`config.mk`:
```
export PLATFORM = sky130hd
export DESIGN_NAME = nmea_gsv_receive_monitor_core
export DESIGN_NICKNAME = d
export VERILOG_FILES = /design/src/hdl/ngsv_pkg.sv /design/src/hdl/nmea_gsv_receive_monitor_core.sv /design/src/hdl/ngsv_line_tracker.sv
export SDC_FILE = /design/constraint.sdc
export NUM_CORES = 1
export LEC_CHECK = 0
export BUFFER_PORTS_ARGS = -buffer_cell sky130_fd_sc_hd__buf_4
export CAP_MARGIN = 40
export CORE_ASPECT_RATIO = 0.6
export CORE_MARGIN = 1
export CORE_UTILIZATION = 55
export CTS_CLUSTER_SIZE = 30
export DETAILED_ROUTE_END_ITERATION = 16
export PLACE_DENSITY = 0.76
export SYNTH_ARGS = -nofsm -noshare
export SYNTH_HDL_FRONTEND = slang
export SYNTH_SLANG_ARGS = --single-unit
```
`constraint.sdc`:
```
create_clock -name clock -period 3.9 [get_ports clock]
set_input_delay 0.39 -clock clock [delete_from_list [all_inputs] [get_ports clock]]
set_output_delay 0.39 -clock clock [all_outputs]
set_load 0.01 [all_outputs]
```
`src/hdl/ngsv_pkg.sv`:
```
// Package for the NMEA GSV receive monitor: word types, character codes and match patterns.
`default_nettype none

package ngsv_pkg;

   // Default for the longest line, counting the dropped LF.
   localparam int LINE_CHARS_DEFAULT = 110;

   // Input word: one received character or a power-down clear.
   typedef struct packed {
      logic       cmd;
      logic [7:0] rx_byte;
   } req_type;

   // Result word.
   typedef struct packed {
      logic [7:0] sats_in_view;
      logic [7:0] best_snr;
      logic [2:0] vendor;
      logic       line_done;
      logic       gsv_taken;
   } rsp_type;

   // Command codes.
   localparam logic CMD_BYTE       = 1'b0;
   localparam logic CMD_POWER_DOWN = 1'b1;

   // Vendor codes.
   localparam logic [2:0] VENDOR_UNKNOWN = 3'd0;
   localparam logic [2:0] VENDOR_BANNER  = 3'd1;
   localparam logic [2:0] VENDOR_PMTK    = 3'd2;
   localparam logic [2:0] VENDOR_PQTM    = 3'd3;
   localparam logic [2:0] VENDOR_PSRF    = 3'd4;

   // Character codes.
   localparam logic [7:0] CHAR_NUL    = 8'h00;
   localparam logic [7:0] CHAR_TAB    = 8'h09;
   localparam logic [7:0] CHAR_LF     = 8'h0A;
   localparam logic [7:0] CHAR_VT     = 8'h0B;
   localparam logic [7:0] CHAR_FF     = 8'h0C;
   localparam logic [7:0] CHAR_CR     = 8'h0D;
   localparam logic [7:0] CHAR_SPACE  = 8'h20;
   localparam logic [7:0] CHAR_DOLLAR = 8'h24;
   localparam logic [7:0] CHAR_STAR   = 8'h2A;
   localparam logic [7:0] CHAR_PLUS   = 8'h2B;
   localparam logic [7:0] CHAR_COMMA  = 8'h2C;
   localparam logic [7:0] CHAR_MINUS  = 8'h2D;
   localparam logic [7:0] CHAR_ZERO   = 8'h30;
   localparam logic [7:0] CHAR_NINE   = 8'h39;

   // Banner patterns, oldest character in the top byte.
   localparam logic [47:0] BANNER_A = 48'h752D626C6F78;
   localparam logic [63:0] BANNER_B = 64'h524F4D20434F5245;
   localparam logic [55:0] BANNER_C = 56'h50524F54564552;
   localparam logic [39:0] BANNER_D = 40'h75626C6F78;

   // Numbers saturate here.
   localparam logic [13:0] VALUE_MAX = 14'd9999;

endpackage

`default_nettype wire

```
`src/hdl/nmea_gsv_receive_monitor_core.sv`:
```
// Top level of the NMEA GSV receive monitor: input register, line tracker and result register.
// A result word passes from the input register, through the line tracker, into the result
// register, which holds it until it is taken.
// Throughput: one word per cycle while the output is not stalled; the tracker steps per word.
// Reset: synchronous and active high; clears the valid flags of both pipeline registers, the
// line state, the held values and the vendor code.
`default_nettype none

module nmea_gsv_receive_monitor_core
   import ngsv_pkg::*;
#(
   parameter int LINE_CHARS = LINE_CHARS_DEFAULT
) (
   input  wire logic    clock,
   input  wire logic    reset,
   input  wire logic    req_valid,
   output logic         req_stall,
   input  wire req_type req_data,
   output logic         rsp_valid,
   input  wire logic    rsp_stall,
   output rsp_type      rsp_data
);

   // The input register holds one word. It is handed to the line tracker in the cycle in
   // which the result register can take the outcome, so the tracker state and the result
   // register always move together.
   logic    in_valid_ff, in_valid_in;
   req_type in_word_ff, in_word_in;
   logic    out_valid_ff, out_valid_in;
   rsp_type out_word_ff, out_word_in;
   rsp_type tracker_result;
   logic    advance;
   logic    fire;

   // The pipeline moves whenever the result register is empty or its word is being taken.
   assign advance   = !out_valid_ff || !rsp_stall;
   assign fire      = in_valid_ff && advance;
   assign req_stall = in_valid_ff && !advance;

   ngsv_line_tracker #(
      .LINE_CHARS(LINE_CHARS)
   ) u_tracker (
      .clock (clock),
      .reset (reset),
      .step  (fire),
      .item  (in_word_ff),
      .result(tracker_result)
   );

   always_comb begin
      in_valid_in  = in_valid_ff;
      in_word_in   = in_word_ff;
      out_valid_in = out_valid_ff;
      out_word_in  = out_word_ff;
      // The input register takes a new word when it is empty or its word moves on.
      if (!in_valid_ff || advance) begin
         in_valid_in = req_valid;
         in_word_in  = req_data;
      end
      if (advance) begin
         out_valid_in = in_valid_ff;
         out_word_in  = tracker_result;
      end
   end

   always_ff @(posedge clock) begin
      if (reset) begin
         in_valid_ff  <= 1'b0;
         out_valid_ff <= 1'b0;
      end else begin
         in_valid_ff  <= in_valid_in;
         out_valid_ff <= out_valid_in;
      end
      in_word_ff  <= in_word_in;
      out_word_ff <= out_word_in;
   end

   assign rsp_valid = out_valid_ff;
   assign rsp_data  = out_word_ff;

endmodule

`default_nettype wire

```
`src/hdl/ngsv_line_tracker.sv`:
```
// Line state of the monitor: field scanning, number reading, line judging and held values.
`default_nettype none

module ngsv_line_tracker
   import ngsv_pkg::*;
#(
   parameter int LINE_CHARS = LINE_CHARS_DEFAULT
) (
   input  wire logic    clock,
   input  wire logic    reset,
   input  wire logic    step,
   input  wire req_type item,
   output rsp_type      result
);

   localparam int CNT_W = $clog2(LINE_CHARS);
   localparam logic [CNT_W-1:0] KEEP_LIMIT = CNT_W'(LINE_CHARS - 1);

   typedef struct packed {
      logic [13:0] acc;
      logic        neg;
      logic        closed;
      logic        started;
   } num_type;

   typedef struct packed {
      logic [7:0] in_view;
      logic [7:0] best;
   } pend_type;

   logic [CNT_W-1:0] cnt_ff, cnt_in;
   logic [47:0]      head_ff, head_in;
   logic [CNT_W-1:0] fnum_ff, fnum_in;
   logic             nonempty_ff, nonempty_in;
   logic             stopped_ff, stopped_in;
   logic             at_start_ff, at_start_in;
   logic             text_ended_ff, text_ended_in;
   num_type          num_ff, num_in;
   pend_type         pend_ff, pend_in;
   logic [63:0]      window_ff, window_in;
   logic             banner_ff, banner_in;
   logic [7:0]       held_view_ff, held_view_in;
   logic [7:0]       held_best_ff, held_best_in;
   logic [2:0]       vendor_ff, vendor_in;
   logic             done, taken;
   logic [7:0]       c;
   logic             is_txt, is_ver;

   function automatic num_type feed_number(num_type n, logic [7:0] ch);
      num_type     r;
      logic [16:0] prod;
      r    = n;
      prod = ({3'b0, n.acc} << 3) + ({3'b0, n.acc} << 1) + {13'b0, ch[3:0]};
      if (!n.closed) begin
         if (ch >= CHAR_ZERO && ch <= CHAR_NINE) begin
            r.acc     = (prod > {3'b0, VALUE_MAX}) ? VALUE_MAX : prod[13:0];
            r.started = 1'b1;
         end else if (!n.started && (ch == CHAR_SPACE || ch == CHAR_TAB ||
                                     ch == CHAR_VT || ch == CHAR_FF)) begin
            r = n;
         end else if (!n.started && (ch == CHAR_PLUS || ch == CHAR_MINUS)) begin
            r.neg     = (ch == CHAR_MINUS);
            r.started = 1'b1;
         end else begin
            r.closed = 1'b1;
         end
      end
      return r;
   endfunction

   function automatic pend_type commit_field(pend_type p, logic nonempty,
                                             logic [CNT_W-1:0] fnum, num_type n);
      pend_type r;
      r = p;
      if (nonempty) begin
         if (9'(fnum) == 9'd4) begin
            r.in_view = n.neg ? 8'(14'd0 - n.acc) : n.acc[7:0];
         end else if (9'(fnum) >= 9'd8 && fnum[1:0] == 2'b00) begin
            if (!n.neg && n.acc > {6'b0, p.best}) begin
               r.best = n.acc[7:0];
            end
         end
      end
      return r;
   endfunction

   assign c      = item.rx_byte;
   assign is_txt = head_ff[31:24] == "T" && head_ff[39:32] == "X" && head_ff[47:40] == "T";
   assign is_ver = head_ff[31:24] == "V" && head_ff[39:32] == "E" && head_ff[47:40] == "R";

   always_comb begin
      cnt_in        = cnt_ff;
      head_in       = head_ff;
      fnum_in       = fnum_ff;
      nonempty_in   = nonempty_ff;
      stopped_in    = stopped_ff;
      at_start_in   = at_start_ff;
      text_ended_in = text_ended_ff;
      num_in        = num_ff;
      pend_in       = pend_ff;
      window_in     = window_ff;
      banner_in     = banner_ff;
      held_view_in  = held_view_ff;
      held_best_in  = held_best_ff;
      vendor_in     = vendor_ff;
      done          = 1'b0;
      taken         = 1'b0;

      if (step) begin
         if (item.cmd == CMD_POWER_DOWN || c == CHAR_LF) begin
            if (item.cmd == CMD_POWER_DOWN) begin
               held_view_in = 8'd0;
               held_best_in = 8'd0;
            end else begin
               if (!stopped_ff && !at_start_ff) begin
                  pend_in = commit_field(pend_ff, nonempty_ff, fnum_ff, num_ff);
               end
               if (cnt_ff > CNT_W'(6) && head_ff[7:0] == CHAR_DOLLAR) begin
                  done = 1'b1;
                  if (head_ff[31:24] == "G" && head_ff[39:32] == "S" &&
                      head_ff[47:40] == "V") begin
                     held_view_in = pend_in.in_view;
                     held_best_in = pend_in.best;
                     taken        = 1'b1;
                  end else begin
                     if ((is_txt || is_ver) && banner_ff) begin
                        vendor_in = VENDOR_BANNER;
                     end
                     if (head_ff[15:8] == "P") begin
                        priority if (head_ff[23:16] == "M" && head_ff[31:24] == "T" &&
                                     head_ff[39:32] == "K") begin
                           vendor_in = VENDOR_PMTK;
                        end else if (head_ff[23:16] == "Q" && head_ff[31:24] == "T" &&
                                     head_ff[39:32] == "M") begin
                           vendor_in = VENDOR_PQTM;
                        end else if (head_ff[23:16] == "S" && head_ff[31:24] == "R" &&
                                     head_ff[39:32] == "F") begin
                           vendor_in = VENDOR_PSRF;
                        end else begin
                           vendor_in = vendor_in;
                        end
                     end
                  end
               end
            end
            // Both the power-down and the end of a line start a fresh line.
            cnt_in        = '0;
            head_in       = '0;
            fnum_in       = '0;
            nonempty_in   = 1'b0;
            stopped_in    = 1'b0;
            at_start_in   = 1'b1;
            text_ended_in = 1'b0;
            num_in        = '0;
            pend_in       = '0;
            window_in     = '0;
            banner_in     = 1'b0;
         end else if (c != CHAR_CR && cnt_ff < KEEP_LIMIT) begin
            for (int p = 0; p < 6; p++) begin
               if (cnt_ff == CNT_W'(p)) begin
                  head_in[8*p +: 8] = c;
               end
            end
            cnt_in = cnt_ff + 1'b1;
            if (!text_ended_ff) begin
               if (c == CHAR_NUL) begin
                  // A NUL ends the text: the open field is closed and nothing more is scanned.
                  text_ended_in = 1'b1;
                  if (!stopped_ff && !at_start_ff) begin
                     pend_in     = commit_field(pend_ff, nonempty_ff, fnum_ff, num_ff);
                     num_in      = '0;
                     nonempty_in = 1'b0;
                  end
                  stopped_in = 1'b1;
               end else begin
                  window_in = {window_ff[55:0], c};
                  if (window_in[47:0] == BANNER_A || window_in == BANNER_B ||
                      window_in[55:0] == BANNER_C || window_in[39:0] == BANNER_D) begin
                     banner_in = 1'b1;
                  end
                  if (!stopped_ff) begin
                     if (at_start_ff) begin
                        if (c == CHAR_STAR) begin
                           stopped_in = 1'b1;
                        end else begin
                           fnum_in     = fnum_ff + 1'b1;
                           at_start_in = 1'b0;
                           if (c == CHAR_COMMA) begin
                              // An empty field leaves the gathered values alone.
                              nonempty_in = 1'b0;
                              num_in      = '0;
                              at_start_in = 1'b1;
                           end else begin
                              nonempty_in = 1'b1;
                              num_in      = feed_number(num_ff, c);
                           end
                        end
                     end else if (c == CHAR_COMMA) begin
                        pend_in     = commit_field(pend_ff, nonempty_ff, fnum_ff, num_ff);
                        num_in      = '0;
                        nonempty_in = 1'b0;
                        at_start_in = 1'b1;
                     end else begin
                        num_in = feed_number(num_ff, c);
                     end
                  end
               end
            end
         end
      end
   end

   always_ff @(posedge clock) begin
      if (reset) begin
         cnt_ff        <= '0;
         head_ff       <= '0;
         fnum_ff       <= '0;
         nonempty_ff   <= 1'b0;
         stopped_ff    <= 1'b0;
         at_start_ff   <= 1'b1;
         text_ended_ff <= 1'b0;
         num_ff        <= '0;
         pend_ff       <= '0;
         window_ff     <= '0;
         banner_ff     <= 1'b0;
         held_view_ff  <= 8'd0;
         held_best_ff  <= 8'd0;
         vendor_ff     <= VENDOR_UNKNOWN;
      end else begin
         cnt_ff        <= cnt_in;
         head_ff       <= head_in;
         fnum_ff       <= fnum_in;
         nonempty_ff   <= nonempty_in;
         stopped_ff    <= stopped_in;
         at_start_ff   <= at_start_in;
         text_ended_ff <= text_ended_in;
         num_ff        <= num_in;
         pend_ff       <= pend_in;
         window_ff     <= window_in;
         banner_ff     <= banner_in;
         held_view_ff  <= held_view_in;
         held_best_ff  <= held_best_in;
         vendor_ff     <= vendor_in;
      end
   end

   assign result.sats_in_view = held_view_in;
   assign result.best_snr     = held_best_in;
   assign result.vendor       = vendor_in;
   assign result.line_done    = done;
   assign result.gsv_taken    = taken;

endmodule

`default_nettype wire

```
# Word-level counts from Yosys, hierarchy flattened
# Index checks and enable logic that the tools add are counted.
# W data, S select, Z words.
totals:
  ff_bits: 207
  wordCells: 275
  in_bits: 13
  output_inout_bits: 23
classes:
  eq_ne: 46
  bitwise_logic: 3
  n_reduce_logical: 73
  addsub: 5
  n_mux: 109
  order_cmp: 7
op_table:
  columns: ["operator", "n"]
  rows:
  - ["$mux W56", 4]
  - ["$mux W17", 10]
  - ["$mux W8", 21]
  - ["$mux W16", 9]
  - ["$eq A8 B7 Y1 const B", 17]
  - ["$mux W48", 2]
  - ["$eq A64 B63 Y1 const B", 1]
  - ["$mux W7", 9]
  - ["$eq A56 B55 Y1 const B", 1]
  - ["$eq A48 B47 Y1 const B", 1]
  - ["$eq A8 B6 Y1 const B", 6]
  - ["$eq A40 B39 Y1 const B", 1]
  - ["$mux W1", 40]
  - ["$mux W3", 11]
  - ["$eq A8 B4 Y1 const B", 4]
  - ["$mux W14", 2]
  - ["$logic_and A1 B1 Y1", 23]
  - ["$eq A7 B3 Y1 const B", 3]
  - ["$reduce_and A3 Y1", 7]
  - ["$reduce_bool A2 Y1", 9]
  - ["$add A17 B15 Y17", 1]
  - ["$add A17 B4 Y17", 1]
  - ["$gt A17 B14 Y1 const B", 1]
  - ["$add A7 B1 Y7 const B", 2]
  - ["31 further kinds", 57]

# Longest topological paths before layout
depth:
  depth_word: 16
  depth_mapped: 13
  ltp_nobuf: 11

# Hierarchy
# Synthesis repeated with hierarchy kept, for this count alone.
hier_totals:
  cells_unflattened: 1110
  hier_area_um2: 10249.8
modules_own_cells:
  columns: ["mod", "area_per_inst_um2", "cells_each", "instances", "seq_area_each_um2"]
  rows:
  - ["ngsv_line_tracker", 9262.6, 1070, 1, 3503.4]
  - ["nmea_gsv_receive_monitor_core", 987.2, 40, 1, 940.9]

# Worst setup path before layout
# OpenSTA, ideal clock, no wires.
synth_path:
  kind: "register -> register"
  startpoint: "register u_tracker.num_ff[3] (netlist bit)"
  endpoint: "register u_tracker.num_ff[13] (netlist bit)"
  setup_slack_ns: 0.373
  t_required_ns: 3.751
  arrival_ns: 3.378
  period_less_slack_ns: 3.527
  n_path_buf: 1
  stages_incl_launch_ff: 13
  setup_ns: 0.149
  path_cell_list: "dfxtp_1 -> clkbuf_1 -> inv_1 -> fa_1 -> inv_1 -> ha_1 -> a211oi_1 -> nor2_1 -> xor2_1 -> or4_1 -> and4_1 -> o31ai_2 -> a41oi_1"
synth_between:
  elab_chain_cells: 14
synth_rtl:
  columns: ["item", "line_no", "source"]
  rows:
  - ["start, declared", "ngsv_line_tracker.sv:38", "num_type num_ff, num_in;"]
  - ["start signal, assigned", "ngsv_line_tracker.sv:237", "num_ff <= num_in;"]
  - ["$add A17 B15 Y17 (*)", "ngsv_line_tracker.sv:53", "prod = ({3'b0, n.acc} << 3) + ({3'b0, n.acc} << 1) + {13'b0, ch[3:0]};"]
  - ["$add A17 B4 Y17 (*)", "ngsv_line_tracker.sv:53", null]
  - ["$gt A17 B14 Y1", "ngsv_line_tracker.sv:56", "r.acc = (prod > {3'b0, VALUE_MAX}) ? VALUE_MAX : prod[13:0];"]
  - ["$mux W14 (*)", "ngsv_line_tracker.sv:56", null]
  - ["$mux W14 (*)", "ngsv_line_tracker.sv:55", "if (ch >= CHAR_ZERO && ch <= CHAR_NINE) begin"]
  - ["$mux W17 (*)", "ngsv_line_tracker.sv:54", "if (!n.closed) begin"]
  - ["$mux W17 (*)", "ngsv_line_tracker.sv:188, ngsv_line_tracker.sv:198", null]
  - ["$mux W17", "ngsv_line_tracker.sv:183", "if (c == CHAR_STAR) begin"]
  - ["$mux W17 (*)", "ngsv_line_tracker.sv:182", "if (at_start_ff) begin"]
  - ["$mux W17 (*)", "ngsv_line_tracker.sv:181", "if (!stopped_ff) begin"]
  - ["$mux W17 (*)", "ngsv_line_tracker.sv:166", "if (c == CHAR_NUL) begin"]
  - ["$mux W17 (*)", "ngsv_line_tracker.sv:165", "if (!text_ended_ff) begin"]
  - ["$mux W17 (*)", "ngsv_line_tracker.sv:158", "end else if (c != CHAR_CR && cnt_ff < KEEP_LIMIT) begin"]
  - ["$mux W17 (*)", "ngsv_line_tracker.sv:110", "if (item.cmd == CMD_POWER_DOWN || c == CHAR_LF) begin"]
# Every way passes the cells marked *; elsewhere a longest branch is shown, timed or not. The select of a mux whose other input is x is not followed.
# A chain may end at the register's enable or synchronous reset.

# Worst setup path after layout
layout_path:
  startpoint: "register in_word_ff[3] (netlist bit)"
  endpoint: "register u_tracker.num_ff[3] (netlist bit)"
layout_between:
  elab_chain_cells: 13
  word_cells_on_any_way: 29
  cone_classes: "1 x add/sub; 3 x order compare; 8 x eq/ne; 11 x mux; 6 x reduce/logical"
layout_rtl:
  columns: ["item", "line_no", "source"]
  rows:
  - ["start, declared", "nmea_gsv_receive_monitor_core.sv:28", "req_type in_word_ff, in_word_in;"]
  - ["start signal, assigned", "nmea_gsv_receive_monitor_core.sv:74", "in_word_ff <= in_word_in;"]
  - ["$add A17 B4 Y17", "ngsv_line_tracker.sv:53", null]
  - ["$gt A17 B14 Y1", "ngsv_line_tracker.sv:56", null]
  - ["$mux W14", "ngsv_line_tracker.sv:56", null]
  - ["$mux W14", "ngsv_line_tracker.sv:55", null]
  - ["$mux W17", "ngsv_line_tracker.sv:54", null]
  - ["$mux W17", "ngsv_line_tracker.sv:188, ngsv_line_tracker.sv:198", null]
  - ["$mux W17", "ngsv_line_tracker.sv:183", null]
  - ["$mux W17", "ngsv_line_tracker.sv:182", null]
  - ["$mux W17", "ngsv_line_tracker.sv:181", null]
  - ["$mux W17", "ngsv_line_tracker.sv:166", null]
  - ["$mux W17", "ngsv_line_tracker.sv:165", null]
  - ["$mux W17", "ngsv_line_tracker.sv:158", null]
  - ["$mux W17", "ngsv_line_tracker.sv:110", null]
# Parallel ways exist; a longest one is shown, timed or not. The select of a mux whose other input is x is not followed.

==> flow_summary.yaml <==
worst_setup_path:
  cp_common_cell: "inv_1"
  critPathCaptureType: "flip-flop"
  path_class: "reg -> reg"
  rr_startpoint: "in_word_ff[3]"
  reg2reg_slack_ps: 220
  rr_worst_depth: 12
  path_max_fanout: 7
  cp-start-kind: "flip-flop"
  path_cells: "inv_1 > fa_1 > inv_1 > ha_1 > a211oi_1 > o21ai_1 > and3_1 > a2111oi_0 > buf_4 > and4_1 > o31ai_4 > a311oi_1"
  worstPathRequired_ps: 4290
  arrival_ps: 4080
  rr_endpoint: "u_tracker.num_ff[3]"
  slowest_stage: "fa_1"
  cp_slowest_stage_delay_ps: 600
synthesis:
  synth.yosys.seq_area_share_pct: 43.42
  yosysMostFrequentCell: "dfxtp_1"
  synth_xor_area_share_pct: 2.567
  ys_top_cells_by_area: "dfxtp_1 35%, edfxtp_1 8.8%, nor2_1 6.0%"
  synth_warnings: 0
  synth_fp_nets: 1181
  synth_mux_area_share_pct: 1.271
  yosys.area_share.simple_pct: 22.52
  synth_compound_area_share_pct: 20.55
  avgSynthCellArea_um2: 9.107
  synth_top_area_share_pct: 34.62
  synthAdderAreaFrac_pct: 5.525
  synth_area_leader_cell: "dfxtp_1"
  ys_top_cells_by_count: "177 x dfxtp_1, 164 x nor2_1, 78 x nand2_1, 64 x a22o_1, 57 x a31oi_1"
  synth_seq_cells: 207
  synth-async-reset-ratio_pct: 0
  synth-edff-count: 30
  synth.cell_area_mm2: 0.01024
  ys.flop_type: "dfxtp_1"
  synthCells: 1124
  synth_top_family_by_area: "simple AND/OR/NAND/NOR gates"
  ys_types: 85
drt:
  drc: 0
  dr_total_vias: 8893
  first_pass_iters: 6
  via_per_inst: 6.416
  post_drt_wl_per_cell_um: 18.98
  postRouteWirelength_um: 26310
  drtAntennaViolNets: 0
  drt_iter0_drc: 1196
timing:
  slew_viol_final: 0
  report.final.setup_viol: 0
  rsz0062_at_grt: "no"
  slew_headroom_pct: 35.56
  hold_violations: 0
  fin_ws_ps: 215.7
  fin_crit_sh_pct: 94.47
  fin_skew_ps: 10.25
  worst_pin_slew_ps: 957.7
  fin_crit_ps: 3684
  max_freq_mhz: 271.4
  setup_tns_ps: 0
global_routing:
  track_usage_pct: 27.85
  first_global_vias: 7843
  grt_overflow: 0
  grt_first_pass_wirelength_um: 42480
  grt_max_degree: 72
  antenna_found_initial: 1
finish:
  area_growth_syn_to_layout_pct: 9.974
  antenna-diode-count: 0
  final_nets: 1190
  final_cells: 1386
  drive_gt1_share_pct: 9.250
  final_area_mm2: 0.01126
  fillCellCount: 1514
min_path:
  min-delay-start: "req_data[0]"
  min_path_type: "in -> reg"
  hold_path_depth: 1
  whs_endpoint: "in_word_ff[0]"
placed_design:
  pre_cts_slack_ps: 175.1
  dpl_cell_area_mm2: 0.01063
  gp_congestion: 0.9127
  placedCellCount: 1351
  dp_hpwl_um: 18470
  port_buffers: 35
clocking:
  clk_path_buf_depth: 3
  cts_tree: "done"
  clock-sinks: 207
  clkLatencyLatePin_ps: 500
  cts_htree_levels: 1
  cts_buffers: 20
  cts_setup_buffers: 0
  cts.hold.buffers_added: 0
  path_clk_slew_ps: 70
  cts_resized: 0
  cts_root_buf: "clkbuf_16"
power:
  ir_worst_vdd_mv: 0.2524
  p_leak_nw: 4.303
  total_power_mw: 4.327
  p_per_area_mw_per_mm2: 384.4
floorplanning:
  die_height_um: 107.7
  io_pins: 36
  core_area_mm2: 0.01816
  row_count: 38
  dieArea_mm2: 0.01918
  start_util_pct: 56.36
  die_w_um: 178.1
flow_run:
  cap_viol_max_count: 0
status:
  status: "finished, final reports clean"
-- cell usage in the layout (no fill, tap or decap), types with 6 or more instances in the layout --
master,instances
nand3b_1,8
o31ai_1,8
nor2b_1,9
o21a_1,8
xnor2_1,15
a21boi_0,6
clkbuf_1,8
nor2_1,164
a22o_1,64
dfxtp_1,177
nor4b_1,14
a22oi_1,8
edfxtp_1,30
or4_1,11
nor3_1,28
nor4_1,12
nand3_1,19
xor2_1,15
ha_1,42
inv_1,29
a21o_1,9
nand2b_1,12
o21ai_0,38
nand4b_1,7
and2_1,7
a21oi_1,38
o211ai_1,7
clkbuf_16,21
buf_4,53
nand4_1,19
nand2_1,78
a31oi_1,57
mux2i_1,13
-- logic make-up (layout without fill, tap and decap cells) --
group / Yosys count / in the layout
xor gates and xnor gates: 30 / 30
buffers and inverters: 95 / 117
AOI/OAI and AO/OA: 296 / 296
muxes: 13 / 13
adders and majority gates: 44 / 44
DFF: 207 / 207
and+or+nand+nor: 439 / 439
-- per-layer routing --
layer | track usage, % | routed length [um] | share of wire [%] | vias to the layer above
met5 | 0 | 0 | 0 | -
met3 | 4.767 | 2303 | 8.8 | 32
li1 | - | - | - | 4191
met1 | 45.95 | 13370 | 51 | 4292
met2 | 36.41 | 10280 | 39 | 378
met4 | 5.678 | 359 | 1.4 | 0
-- worst max path at each step --
| stage | startpoint | to | slack (ps) | cells past startpoint |
|---|---|---|---|---|
| after global placement | in_word_ff[3] | u_tracker.num_ff[13] | 320 | 11 |
| after floorplan | u_tracker.num_ff[3] | u_tracker.num_ff[13] | 370 | 12 |
| after global routing | in_word_ff[3] | u_tracker.num_ff[12] | 8 | 12 |
| after CTS | in_word_ff[3] | u_tracker.num_ff[13] | 150 | 11 |
| final | in_word_ff[3] | u_tracker.num_ff[3] | 220 | 12 |
| after detailed placement | in_word_ff[3] | u_tracker.num_ff[13] | 180 | 11 |
-- cell type report --
type | count | area (um^2) | share of cell area [%]
inverter | 29 | 108.9 | 0.9670
clock buffer | 32 | 596.8 | 5.302
multi-input combinational | 822 | 5385 | 47.84
tap | 240 | 300.3 | 2.668
timing repair buffer | 53 | 397.9 | 3.535
sequential | 207 | 4444 | 39.48
clock inverter | 3 | 23.77 | 0.2112
-- critical path: cells and delay by family, from the launching register on --
kind,cells,cell delay [ps]
AOI/OAI and AO/OA,5,1510
adders and majority gates,2,880
and+or+nand+nor,2,500
DFF,1,350
buffers and inverters,3,330
-- registers in the layout, summed over array words and instances, names as in the netlist --
name and flops:
u_tracker.at_start_ff 1, in_word_ff 9, u_tracker.nonempty_ff 1, u_tracker.stopped_ff 1
u_tracker.window_ff 56, u_tracker.head_ff 48, u_tracker.held_view_ff 8, u_tracker.pend_ff 16
u_tracker.vendor_ff 3, u_tracker.cnt_ff 7, u_tracker.text_ended_ff 1, in_valid_ff 1
u_tracker.fnum_ff 7, u_tracker.banner_ff 1, u_tracker.num_ff 17, rsp_valid 1
u_tracker.held_best_ff 8, rsp_data 21
-- report_power, final --
part           internal [mW]  switching [mW]  total, mW
Combinational         0.0717           0.164      0.236
Clock                   1.05           0.813       1.87
Sequential              2.19          0.0355       2.22
-- through the flow --
step | utilization (%) | hold slack (ps)
final | 61.98 | 73.83
after global routing | 61.98 | 55.50
after CTS | 61.93 | 64.20
after detailed placement | 58.51 | 452.2
after global placement | 58.47 | 434.9
after floorplan | - | 424.9
No activity file was read; power rests on OpenSTA's default activity.
